### src/rtl/wdt_pkg.sv
// Shared types, constants and helpers for the watchdog/interval timer.
`default_nettype none

package wdt_pkg;

  // Item commands
  localparam logic [2:0] CMD_TICK  = 3'd0;
  localparam logic [2:0] CMD_WRITE = 3'd1;
  localparam logic [2:0] CMD_READ  = 3'd2;
  localparam logic [2:0] CMD_PIN   = 3'd3;
  localparam logic [2:0] CMD_ACK   = 3'd4;

  // Configuration register indexes
  localparam logic [1:0] CFG_TIMER_VECTOR = 2'd0;
  localparam logic [1:0] CFG_TIMER_IEN    = 2'd1;
  localparam logic [1:0] CFG_NMI_IEN      = 2'd2;

  localparam logic [15:0] CTL_ADDR = 16'h0120;
  localparam logic [7:0]  PASSWORD = 8'h5A;
  localparam logic [15:0] READ_PW  = 16'h6900;
  localparam logic [7:0]  CTL_KEEP = 8'hF7;

  // Control byte bit positions
  localparam int SSEL_BIT  = 2;
  localparam int CNTCL_BIT = 3;
  localparam int TMSEL_BIT = 4;
  localparam int NMI_BIT   = 5;
  localparam int NMIES_BIT = 6;
  localparam int HOLD_BIT  = 7;

  localparam logic [3:0] VEC_RESET = 4'd15;
  localparam logic [3:0] VEC_NMI   = 4'd14;
  localparam logic [3:0] TIMER_VECTOR_RST = 4'd10;

  localparam int CNT_W = 15;

  typedef struct packed {
    logic [2:0]  cmd;
    logic [15:0] addr;
    logic [15:0] wdata;
    logic [15:0] aclk_ticks;
    logic [15:0] smclk_ticks;
    logic        pin_level;
    logic [3:0]  ack_vector;
  } item_t;

  typedef struct packed {
    logic        claimed;
    logic [15:0] read_data;
    logic        irq_valid;
    logic [3:0]  irq_vector;
    logic        reset_request;
  } res_t;

  // Interval length minus one for each interval select: 32768, 8192, 512, 64
  function automatic logic [CNT_W-1:0] interval_mask(input logic [1:0] sel);
    logic [CNT_W-1:0] m;
    case (sel)
      2'd0:    m = 15'h7FFF;
      2'd1:    m = 15'h1FFF;
      2'd2:    m = 15'h01FF;
      2'd3:    m = 15'h003F;
      default: m = 15'h7FFF;
    endcase
    return m;
  endfunction

endpackage

`default_nettype wire

### src/rtl/watchdog_interval_timer_top.sv
// Top level of the watchdog/interval timer: input stage, core and result register.
// The item beat is held in the input stage register and then in the result
// register, where out_valid marks it until the result beat leaves.
// Throughput: one item per cycle while out_ready is high; the input register and
// result register overlap, so a new item is taken while a finished result waits.
// Reset (rst, synchronous): control 0, counter 0, pin high, flags clear,
// timer vector 10, interrupt enables off, both pipeline stages empty.
`default_nettype none

module watchdog_interval_timer_top import wdt_pkg::*; (
  input  wire logic        clk,
  input  wire logic        rst,
  input  wire logic        cfg_valid,
  output logic             cfg_ready,
  input  wire logic [1:0]  cfg_index,
  input  wire logic [3:0]  cfg_data,
  input  wire logic        in_valid,
  output logic             in_ready,
  input  wire logic [2:0]  cmd,
  input  wire logic [15:0] addr,
  input  wire logic [15:0] wdata,
  input  wire logic [15:0] aclk_ticks,
  input  wire logic [15:0] smclk_ticks,
  input  wire logic        pin_level,
  input  wire logic [3:0]  ack_vector,
  output logic             out_valid,
  input  wire logic        out_ready,
  output logic             claimed,
  output logic [15:0]      read_data,
  output logic             irq_valid,
  output logic [3:0]       irq_vector,
  output logic             reset_request
);

  item_t in_item;
  item_t stg_item;
  logic  stg_valid;
  logic  fire;
  res_t  res;
  res_t  res_q;

  assign in_item.cmd         = cmd;
  assign in_item.addr        = addr;
  assign in_item.wdata       = wdata;
  assign in_item.aclk_ticks  = aclk_ticks;
  assign in_item.smclk_ticks = smclk_ticks;
  assign in_item.pin_level   = pin_level;
  assign in_item.ack_vector  = ack_vector;

  assign cfg_ready = 1'b1;
  // Advance the staged item when the result register is free or draining
  assign fire = stg_valid && (!out_valid || out_ready);

  wdt_in_stage u_in_stage (
    .clk       (clk),
    .rst       (rst),
    .in_valid  (in_valid),
    .in_ready  (in_ready),
    .in_item   (in_item),
    .take      (fire),
    .stg_valid (stg_valid),
    .stg_item  (stg_item)
  );

  wdt_core u_core (
    .clk       (clk),
    .rst       (rst),
    .cfg_we    (cfg_valid && cfg_ready),
    .cfg_index (cfg_index),
    .cfg_data  (cfg_data),
    .fire      (fire),
    .item      (stg_item),
    .res       (res)
  );

  always_ff @(posedge clk) begin
    if (rst) begin
      out_valid <= 1'b0;
    end else if (!out_valid || out_ready) begin
      out_valid <= stg_valid;
    end
  end

  always_ff @(posedge clk) begin
    if (fire) begin
      res_q <= res;
    end
  end

  assign claimed       = res_q.claimed;
  assign read_data     = res_q.read_data;
  assign irq_valid     = res_q.irq_valid;
  assign irq_vector    = res_q.irq_vector;
  assign reset_request = res_q.reset_request;

  a_ready_low_only_when_full: assert property (@(posedge clk) disable iff (rst)
    !in_ready |-> (stg_valid && out_valid && !out_ready))
    else $error("input stalled while pipeline can move");

  a_result_from_stage: assert property (@(posedge clk) disable iff (rst)
    $rose(out_valid) |-> $past(stg_valid))
    else $error("result appeared without a staged item");

  a_reset_wins: assert property (@(posedge clk) disable iff (rst)
    (out_valid && reset_request) |-> (irq_valid && irq_vector == VEC_RESET))
    else $error("reset request not reported as top priority");

  a_read_needs_claim: assert property (@(posedge clk) disable iff (rst)
    (out_valid && read_data != 16'h0000) |-> claimed)
    else $error("read data on an unclaimed access");

endmodule

`default_nettype wire

### src/rtl/wdt_in_stage.sv
// Input register stage: captures one item beat and holds it until the core takes it.
`default_nettype none

module wdt_in_stage import wdt_pkg::*; (
  input  wire logic  clk,
  input  wire logic  rst,
  input  wire logic  in_valid,
  output logic       in_ready,
  input  wire item_t in_item,
  input  wire logic  take,
  output logic       stg_valid,
  output item_t      stg_item
);

  assign in_ready = !stg_valid || take;

  always_ff @(posedge clk) begin
    if (rst) begin
      stg_valid <= 1'b0;
    end else if (in_ready) begin
      stg_valid <= in_valid;
    end
  end

  always_ff @(posedge clk) begin
    if (in_valid && in_ready) begin
      stg_item <= in_item;
    end
  end

endmodule

`default_nettype wire

### src/rtl/wdt_core.sv
// Timer state, configuration registers and the per-item update with its result.
`default_nettype none

module wdt_core import wdt_pkg::*; (
  input  wire logic       clk,
  input  wire logic       rst,
  input  wire logic       cfg_we,
  input  wire logic [1:0] cfg_index,
  input  wire logic [3:0] cfg_data,
  input  wire logic       fire,
  input  wire item_t      item,
  output res_t            res
);

  logic [3:0]       timer_vector;
  logic             timer_ien;
  logic             nmi_ien;

  logic [7:0]       ctl, ctl_next;
  logic [CNT_W-1:0] cnt, cnt_next;
  logic             rst_lat, rst_lat_next;
  logic             pin, pin_next;
  logic             tflag, tflag_next;
  logic             nflag, nflag_next;

  logic [CNT_W-1:0] mask;
  logic [16:0]      sum;
  logic [16:0]      lim;
  logic [15:0]      ticks;
  logic             nmi_edge;

  always_ff @(posedge clk) begin
    if (rst) begin
      timer_vector <= TIMER_VECTOR_RST;
      timer_ien    <= 1'b0;
      nmi_ien      <= 1'b0;
    end else if (cfg_we) begin
      case (cfg_index)
        CFG_TIMER_VECTOR: timer_vector <= cfg_data;
        CFG_TIMER_IEN:    timer_ien    <= cfg_data[0];
        CFG_NMI_IEN:      nmi_ien      <= cfg_data[0];
        default:          ;
      endcase
    end
  end

  assign mask  = interval_mask(ctl[1:0]);
  assign ticks = ctl[SSEL_BIT] ? item.aclk_ticks : item.smclk_ticks;
  // Full-width sum so a long tick gives a single overflow event
  assign sum   = {2'b00, cnt} + {1'b0, ticks};
  assign lim   = {2'b00, mask} + 17'd1;
  assign nmi_edge = ctl[NMIES_BIT] ? (pin && !item.pin_level)
                                   : (!pin && item.pin_level);

  always_comb begin
    ctl_next      = ctl;
    cnt_next      = cnt;
    rst_lat_next  = rst_lat;
    pin_next      = pin;
    tflag_next    = tflag;
    nflag_next    = nflag;
    res.claimed   = 1'b0;
    res.read_data = 16'h0000;
    case (item.cmd)
      CMD_TICK: begin
        if (!ctl[HOLD_BIT]) begin
          if (sum >= lim) begin
            if (ctl[TMSEL_BIT]) tflag_next = 1'b1;
            else rst_lat_next = 1'b1;
          end
          cnt_next = sum[CNT_W-1:0] & mask;
        end
      end
      CMD_WRITE: begin
        if (item.addr == CTL_ADDR) begin
          res.claimed = 1'b1;
          if (item.wdata[15:8] != PASSWORD) rst_lat_next = 1'b1;
          if (item.wdata[CNTCL_BIT]) cnt_next = '0;
          ctl_next = item.wdata[7:0] & CTL_KEEP;
        end
      end
      CMD_READ: begin
        if (item.addr == CTL_ADDR) begin
          res.claimed   = 1'b1;
          res.read_data = READ_PW | {8'h00, ctl};
        end
      end
      CMD_PIN: begin
        pin_next = item.pin_level;
        if (ctl[NMI_BIT] && nmi_edge) nflag_next = 1'b1;
      end
      CMD_ACK: begin
        if (item.ack_vector == VEC_NMI) nflag_next = 1'b0;
        else if (item.ack_vector == timer_vector) tflag_next = 1'b0;
      end
      default: ;
    endcase

    // Report the highest-priority request seen after the update
    res.irq_valid  = 1'b1;
    res.irq_vector = 4'd0;
    if ((!ctl_next[NMI_BIT] && !pin_next) || rst_lat_next) begin
      res.irq_vector = VEC_RESET;
    end else if (nflag_next && nmi_ien) begin
      res.irq_vector = VEC_NMI;
    end else if (tflag_next && timer_ien) begin
      res.irq_vector = timer_vector;
    end else begin
      res.irq_valid = 1'b0;
    end
    res.reset_request = rst_lat_next;
  end

  always_ff @(posedge clk) begin
    if (rst) begin
      ctl     <= '0;
      cnt     <= '0;
      rst_lat <= 1'b0;
      pin     <= 1'b1;
      tflag   <= 1'b0;
      nflag   <= 1'b0;
    end else if (fire) begin
      ctl     <= ctl_next;
      cnt     <= cnt_next;
      rst_lat <= rst_lat_next;
      pin     <= pin_next;
      tflag   <= tflag_next;
      nflag   <= nflag_next;
    end
  end

endmodule

`default_nettype wire
### config.mk
export PLATFORM = sky130hd
export DESIGN_NAME = watchdog_interval_timer_top
export DESIGN_NICKNAME = d
export VERILOG_FILES = /design/src/rtl/wdt_pkg.sv /design/src/rtl/watchdog_interval_timer_top.sv /design/src/rtl/wdt_in_stage.sv /design/src/rtl/wdt_core.sv
export SDC_FILE = /design/constraint.sdc
export NUM_CORES = 1
export LEC_CHECK = 0
export BUFFER_PORTS_ARGS = -buffer_cell sky130_fd_sc_hd__buf_2
export CORE_MARGIN = 2
export CORE_UTILIZATION = 55
export CTS_BUF_LIST = sky130_fd_sc_hd__clkbuf_2 sky130_fd_sc_hd__clkbuf_4 sky130_fd_sc_hd__clkbuf_8
export DETAILED_ROUTE_END_ITERATION = 8
export PLACE_DENSITY = 0.8
export SLEW_MARGIN = 20
export SYNTH_ARGS = -nofsm -noshare
export SYNTH_HDL_FRONTEND = slang
export SYNTH_SLANG_ARGS = --single-unit
### constraint.sdc
create_clock -name clk -period 10.1 [get_ports clk]
set_clock_uncertainty 0.05 [all_clocks]
set_input_delay 2.02 -clock clk [delete_from_list [all_inputs] [get_ports clk]]
set_output_delay 2.02 -clock clk [all_outputs]
set_load 0.03 [all_outputs]
# Word-level counts from Yosys, hierarchy flattened
# Cells that the tools add are included.
# W data, S select, Z words.
[totals] regBits=128 latch_bits=0 ram_bits=0 rom_bits=0 in_bits=83 output_inout_bits=26 word_cells=105 memories=0
[classes] addsub=2 n_mul=0 n_div=0 n_lt_le_gt_ge=1 eq_ne=16 n_shift=0 mux=31 n_bitwise=1 n_reduce_logical=28
[ops] operator="$pmux W15 S4" count=1
[ops] operator="$mux W15" count=3
[ops] operator="$pmux W15 S2" count=1
[ops] operator="$add A15 B16 Y17" count=1
[ops] operator="$ge A17 B17 Y1" count=1
[ops] operator="$mux W1" count=17
[ops] operator="$mux W17" count=1
[ops] operator="$add A15 B1 Y16 const B" count=1
[ops] operator="$eq A16 B9 Y1 const B" count=1
[ops] operator="$mux W16" count=1
[ops] operator="$and A15 B15 Y15" count=1
[ops] operator="$mux W6" count=2
[ops] operator="$logic_and A1 B1 Y1" count=8
[ops] operator="$ne A8 B7 Y1 const B" count=1
[ops] operator="$pmux W1 S2" count=4
[ops] operator="$reduce_and A2 Y1" count=4
[ops] operator="$eq A2 B2 Y1 const B" count=3
[ops] operator="$eq A3 B2 Y1 const B" count=2
[ops] operator="$logic_not A1 Y1" count=6
[ops] operator="$reduce_and A5 Y1" count=1
[ops] operator="$eq A2 B1 Y1 const B" count=2
[ops] operator="$eq A4 B4 Y1" count=1
[ops] operator="$eq A4 B4 Y1 const B" count=1
[ops] operator="$logic_not A2 Y1" count=2
[ops] operator="10 further kinds" count=13

# Depth between registers and ports, before layout
[depth] word_depth=10 ltp_mapped=20 depth_no_buf=19

# Modules after synthesis
# A second synthesis with hierarchy kept.
[unflattened] hier_cells=454 hier_area_um2=5806.8
[modules_own_cells] mod="wdt_core" instances=1 cells_each=347 area_per_inst_um2=2832.7 seq_area_each_um2=640.6
[modules_own_cells] mod="wdt_in_stage" instances=1 cells_each=77 area_per_inst_um2=2217.1 seq_area_each_um2=2182.1
[modules_own_cells] mod="watchdog_interval_timer_top" instances=1 cells_each=30 area_per_inst_um2=757.0 seq_area_each_um2=710.7

# Least setup slack after synthesis
# No wires, ideal clock.
[synth_timing] path_type="input to register" start="input out_ready" end="register u_in_stage.stg_item[0] (netlist name)" setup_time_ns=0.438 arrival_time_ns=4.071 t_required_ns=9.612 slack_ns=5.541 cell_stages=3 n_path_buf=0 path_cell_list="nor2b_1 > nand2_1 > and2_1"
[synth_via] elab_chain_cells=4
[synth_lines] item="start, declared" line="watchdog_interval_timer_top.sv:27" source="input wire logic out_ready,"
[synth_lines] item="$logic_or A1 B1 Y1" line="watchdog_interval_timer_top.sv:52" source="assign fire = stg_valid && (!out_valid || out_ready);"
[synth_lines] item="$logic_and A1 B1 Y1" line="watchdog_interval_timer_top.sv:52"
[synth_lines] item="$logic_or A1 B1 Y1" line="wdt_in_stage.sv:15" source="assign in_ready = !stg_valid || take;"
[synth_lines] item="via in_ready" line="watchdog_interval_timer_top.sv:18" source="output logic in_ready,"
[synth_lines] item="$logic_and A1 B1 Y1" line="wdt_in_stage.sv:26" source="if (in_valid && in_ready) begin"
# The timed path passes the listed nets, and every way through them passes these cells.
# A chain may end at the register's enable or synchronous reset.

# Worst setup path in the final report
[layout_timing] start="register u_core.ctl[2]" end="register res_q, in the netlist irq_vector[0], data pin"
[layout_via] elab_chain_cells=9 word_cells_on_any_way=13 cone_classes="add/sub (1); order compare (1); mux (9); reduce/logical (2)"
[layout_lines] item="start, declared" line="wdt_core.sv:19" source="logic [7:0] ctl, ctl_next;"
[layout_lines] item="start signal, assigned" line="wdt_core.sv:123" source="ctl <= ctl_next;"
[layout_lines] item="$mux W16 (*)" line="wdt_core.sv:48" source="assign ticks = ctl[SSEL_BIT] ? item.aclk_ticks : item.smclk_ticks;"
[layout_lines] item="$add A15 B16 Y17 (*)" line="wdt_core.sv:50" source="assign sum = {2'b00, cnt} + {1'b0, ticks};"
[layout_lines] item="$ge A17 B17 Y1 (*)" line="wdt_core.sv:67" source="if (sum >= lim) begin"
[layout_lines] item="$mux W1" line="wdt_core.sv:67"
[layout_lines] item="$mux W1" line="wdt_core.sv:66" source="if (!ctl[HOLD_BIT]) begin"
[layout_lines] item="$pmux W1 S2" line="wdt_core.sv:64" source="case (item.cmd)"
[layout_lines] item="$logic_and A1 B1 Y1" line="wdt_core.sv:106" source="end else if (tflag_next && timer_ien) begin"
[layout_lines] item="$mux W4" line="wdt_core.sv:106"
[layout_lines] item="$mux W1" line="wdt_core.sv:104" source="end else if (nflag_next && nmi_ien) begin"
[layout_lines] item="end signal, assigned" line="watchdog_interval_timer_top.sv:86" source="res_q <= res;"
[layout_lines] item="end, declared" line="watchdog_interval_timer_top.sv:40" source="res_t res_q;"
# Mark *: on every way between the ends. The rest lies on a longest branch, timed or not.

==> reports/results.md <==
| Quantity | Reported | Unit |
|:---|:---|:---|
| Run status | completed | - |
| Part of the Yosys area used for sequential elements | 60.95 | % |
| Post-synth top cells | edfxtp_1, nor2_1, dfxtp_1 | - |
| Async set-reset flop share out of synthesis | 0 | % |
| Total of cells resized after clock tree synthesis | 0 | - |
| Pin count of the biggest net entering global routing | 73 | - |
| Fin area | 0.006427 | mm^2 |
| Sort of element at the end of the critical path | flop | - |
| Post-route clock period utilization | 47.60 | % |
| Half-perimeter wire length after placement | 7.167 | mm |
| Maximum Capacitance Violations | 0 | - |
| Power consumption | 1.086 | mW |
| Largest cells by area after synthesis | edfxtp_1, dfxtp_1, ha_1, nor2_1, mux2_2 | - |
| Area Overhead vs Synth | 18.97 | % |
| EDFF count, synth | 87 | - |
| Hold violation total from the final report | 0 | - |
| Latest clock arrival within the worst-skew pair | 0.43 | ns |
| Number of placed I/O pins | 109 | - |
| Path category of the worst min-delay check | flop to flop | - |
| Sinks on the clock net | 121 | - |
| Antenna cells | 0 | - |
| Rows | 36 | - |
| Post-synthesis instance area | 0.005403 | mm^2 |
| GPL Wtd Cong | 0.8703 | - |
| Number of buffers added on ports | 102 | - |
| Wire length of the first global-routing pass | 15.96 | mm |
| Gate count after technology mapping | 410 | - |
| WP data required | 10.24 | ns |
| Yosys warning total | 0 | - |
| Combined global-route utilization of all metal layers | 20.08 | % |
| Clk Tree Root Cell | clkbuf_8 | - |
| Effective utilization at floorplan | 56.05 | % |
| Final critical path time including I/O delays and setup | 4.807 | ns |
| Tightest Pin Transition | 0.8791 | ns |
| Share of the core filled with cells | 66.68 | % |
| Worst slack, placed | 5.317 | ns |
| Total congestion overflow | 0 | - |
| First-pass iteration count of the detailed router | 4 | - |
| Worst Path Arrival | 4.95 | ns |
| Die Height | 103.1 | um |
| Via count of the routed design | 3579 | - |
| Width of the die | 103.1 | um |
| Cell type with the highest aggregate area in the netlist | edfxtp_1 | - |
| Unrepaired setup endpoints after global routing | no | - |
| Number of register bits inferred by synthesis | 121 | - |
| CORE AREA | 0.009639 | mm^2 |
| Clock tree from TritonCTS | done | - |
| Netlist cell types | 63 | - |
| Number of antenna violations at the first check in global routing | 0 | - |
| Final Max Tran Viols | 0 | - |
| Prevailing post-synth register cell | edfxtp_1 | - |
| Number of buffers inserted by post-CTS setup repair | 0 | - |
| Net count of the finished layout | 632 | - |
| Via density per instance | 5.334 | - |
| Share of post-route cells with drive strength above 1 | 31.04 | % |
| Post-cts hold buffer count | 0 | - |
| Most numerous cell in the Yosys netlist | edfxtp_1 | - |
| Critical path start-end classification | flop to flop | - |
| WL/cell | 15.04 | um |
| Count of final setup violators | 0 | - |
| Number of routed nets with antenna violations | 0 | - |
| 1st-iter DRT viols | 199 | - |
| Die Outline Area | 0.01063 | mm^2 |
| Number of clock buffers inserted by TritonCTS | 17 | - |
| Startpoint Class | flop | - |
| Maximum fanout encountered on the critical timing path | 13 | - |
| PwrDens | 168.9 | mW/mm^2 |
| Least setup slack across all paths after layout | 5.293 | ns |
| Setup total negative slack | 0 | ns |
| Buffer depth of the longest clock path | 2 | - |
| Post-place instance area | 0.006030 | mm^2 |
| Vias in the first global route | 3439 | - |
| Clock-pin slew of the registers on the worst-case setup and hold paths | 0.08 | ns |
| Final Routed Wirelength | 10.10 | mm |
| # H-tree levels | 4 | - |
| Maximum vdd ir drop | 0.1150 | mV |
| Drc violations | 0 | - |
| Max-Slew Margin vs Limit | 41.39 | % |
| Post-synth top area share | 48.36 | % |
| Leakage power figure | 2.582 | nW |
| Per-instance average area after synthesis | 13.18 | um^2 |
| Max Fclk | 208.0 | MHz |
through the flow:
stage / instances / hold WS [ns]
5_1_grt: 671 / 0.4497
3_5_place_dp: 639 / 0.4239
3_3_place_gp: 639 / 0.4102
4_1_cts: 671 / 0.4422
2_1_floorplan: 418 / 0.4063
6_report: 671 / 0.4382
per-layer routing:
metal / vias up / global-route usage [%] / part of all wire [%]
li1: 1757 / - / -
met3: 13 / 7.254 / 7.1
met5: - / 0 / 0
met4: 0 / 7.490 / 1.2
met2: 122 / 33.17 / 50
met1: 1687 / 24.27 / 42
state kept, by name, indices dropped and copies added, names as in the netlist:
register / flops
u_core.nflag: 1
u_core.nmi_ien: 1
u_core.pin: 1
u_in_stage.stg_item: 72
u_core.timer_vector: 4
reset_request: 1
u_core.timer_ien: 1
out_valid: 1
claimed: 1
irq_valid: 1
irq_vector: 4
u_core.rst_lat: 1
u_in_stage.stg_valid: 1
u_core.tflag: 1
u_core.cnt: 15
u_core.ctl: 7
read_data: 8
cell usage in the layout, fill, tap and decap left out, types with 3 or more instances in the layout:
| master | instances |
|---|---|
| o21ai_0 | 8 |
| buf_2 | 102 |
| nor2_1 | 47 |
| clkinv_2 | 3 |
| ha_1 | 23 |
| a21o_1 | 7 |
| nand2b_1 | 4 |
| mux2i_1 | 14 |
| inv_6 | 4 |
| clkbuf_8 | 17 |
| edfxtp_1 | 87 |
| clkinvlp_4 | 3 |
| conb_1 | 10 |
| nand2_1 | 19 |
| nor2b_1 | 4 |
| nand3b_1 | 3 |
| a211o_1 | 3 |
| dfxtp_1 | 34 |
| xnor2_1 | 11 |
| a31o_1 | 3 |
| a21oi_1 | 17 |
| and2_1 | 9 |
| o21a_1 | 5 |
| xor2_1 | 3 |
| mux2_2 | 15 |
| inv_1 | 6 |
| o211ai_1 | 3 |
| a22oi_1 | 12 |
| nor3_1 | 4 |
| nor4_1 | 5 |
worst max-delay path, cell delays in order (launching register included):
cell	delay, ns
dfxtp_1	0.69
mux2_2	0.40
ha_1	0.21
inv_1	0.07
fa_1	0.21
nor2b_1	0.09
o31ai_2	0.36
a21o_4	0.24
o21ai_1	0.06
a21boi_0	0.22
xnor2_1	0.18
ha_1	0.29
a21oi_1	0.14
o21ai_0	0.13
a41o_1	0.23
a41oi_1	0.30
a31oi_4	0.07
o211ai_2	0.21
nand2_2	0.13
a41o_1	0.28
logic make-up (layout without fill, tap and decap cells):
| logic type | after synthesis | count (layout) | synth area share (%) |
|---|---|---|---|
| flops | 121 | 121 | 60.95 |
| simple gates | 112 | 112 | 10.56 |
| compound gates | 84 | 84 | 11.65 |
| mux | 29 | 29 | 5.720 |
| fa+ha+maj | 24 | 24 | 5.697 |
| buf+inv | 22 | 142 | 2.200 |
| xor+xnor | 16 | 16 | 3.080 |
| other cells | 2 | 10 | 0.1390 |
report_power, final:
group	switching (mW)	leakage [nW]	total [mW]	internal, mW
clock network	0.206	0.197	0.431	0.224
logic	0.0518	1.27	0.0886	0.0368
registers	0.00894	1.12	0.566	0.557
final cells by class:
type / count / area, um^2
Fill cell: 764 / 3212
Timing Repair Buffer: 104 / 525.5
Clock inverter: 15 / 163.9
Multi-Input combinational cell: 275 / 2022
Sequential cell: 121 / 3293
Tap cell: 133 / 166.4
Clock buffer: 17 / 234.0
Inverter: 6 / 22.52
path summary, 6_finish.rpt:
kind,from,endpoint,depth (start not counted),slack [ns]
max,u_core.ctl[2]$_SDFFE_PP0P_,irq_vector[0]$_SDFFCE_PP1P_,19,5.29
min,u_in_stage.stg_item[41]$_DFFE_PP_,u_core.ctl[4]$_SDFFE_PP0P_,2,0.44
max reg2reg,u_core.ctl[2]$_SDFFE_PP0P_,irq_vector[0]$_SDFFCE_PP1P_,19,5.29
min reg2reg,u_in_stage.stg_item[41]$_DFFE_PP_,u_core.ctl[4]$_SDFFE_PP0P_,2,0.44
Power figures use the tool's default switching activity.
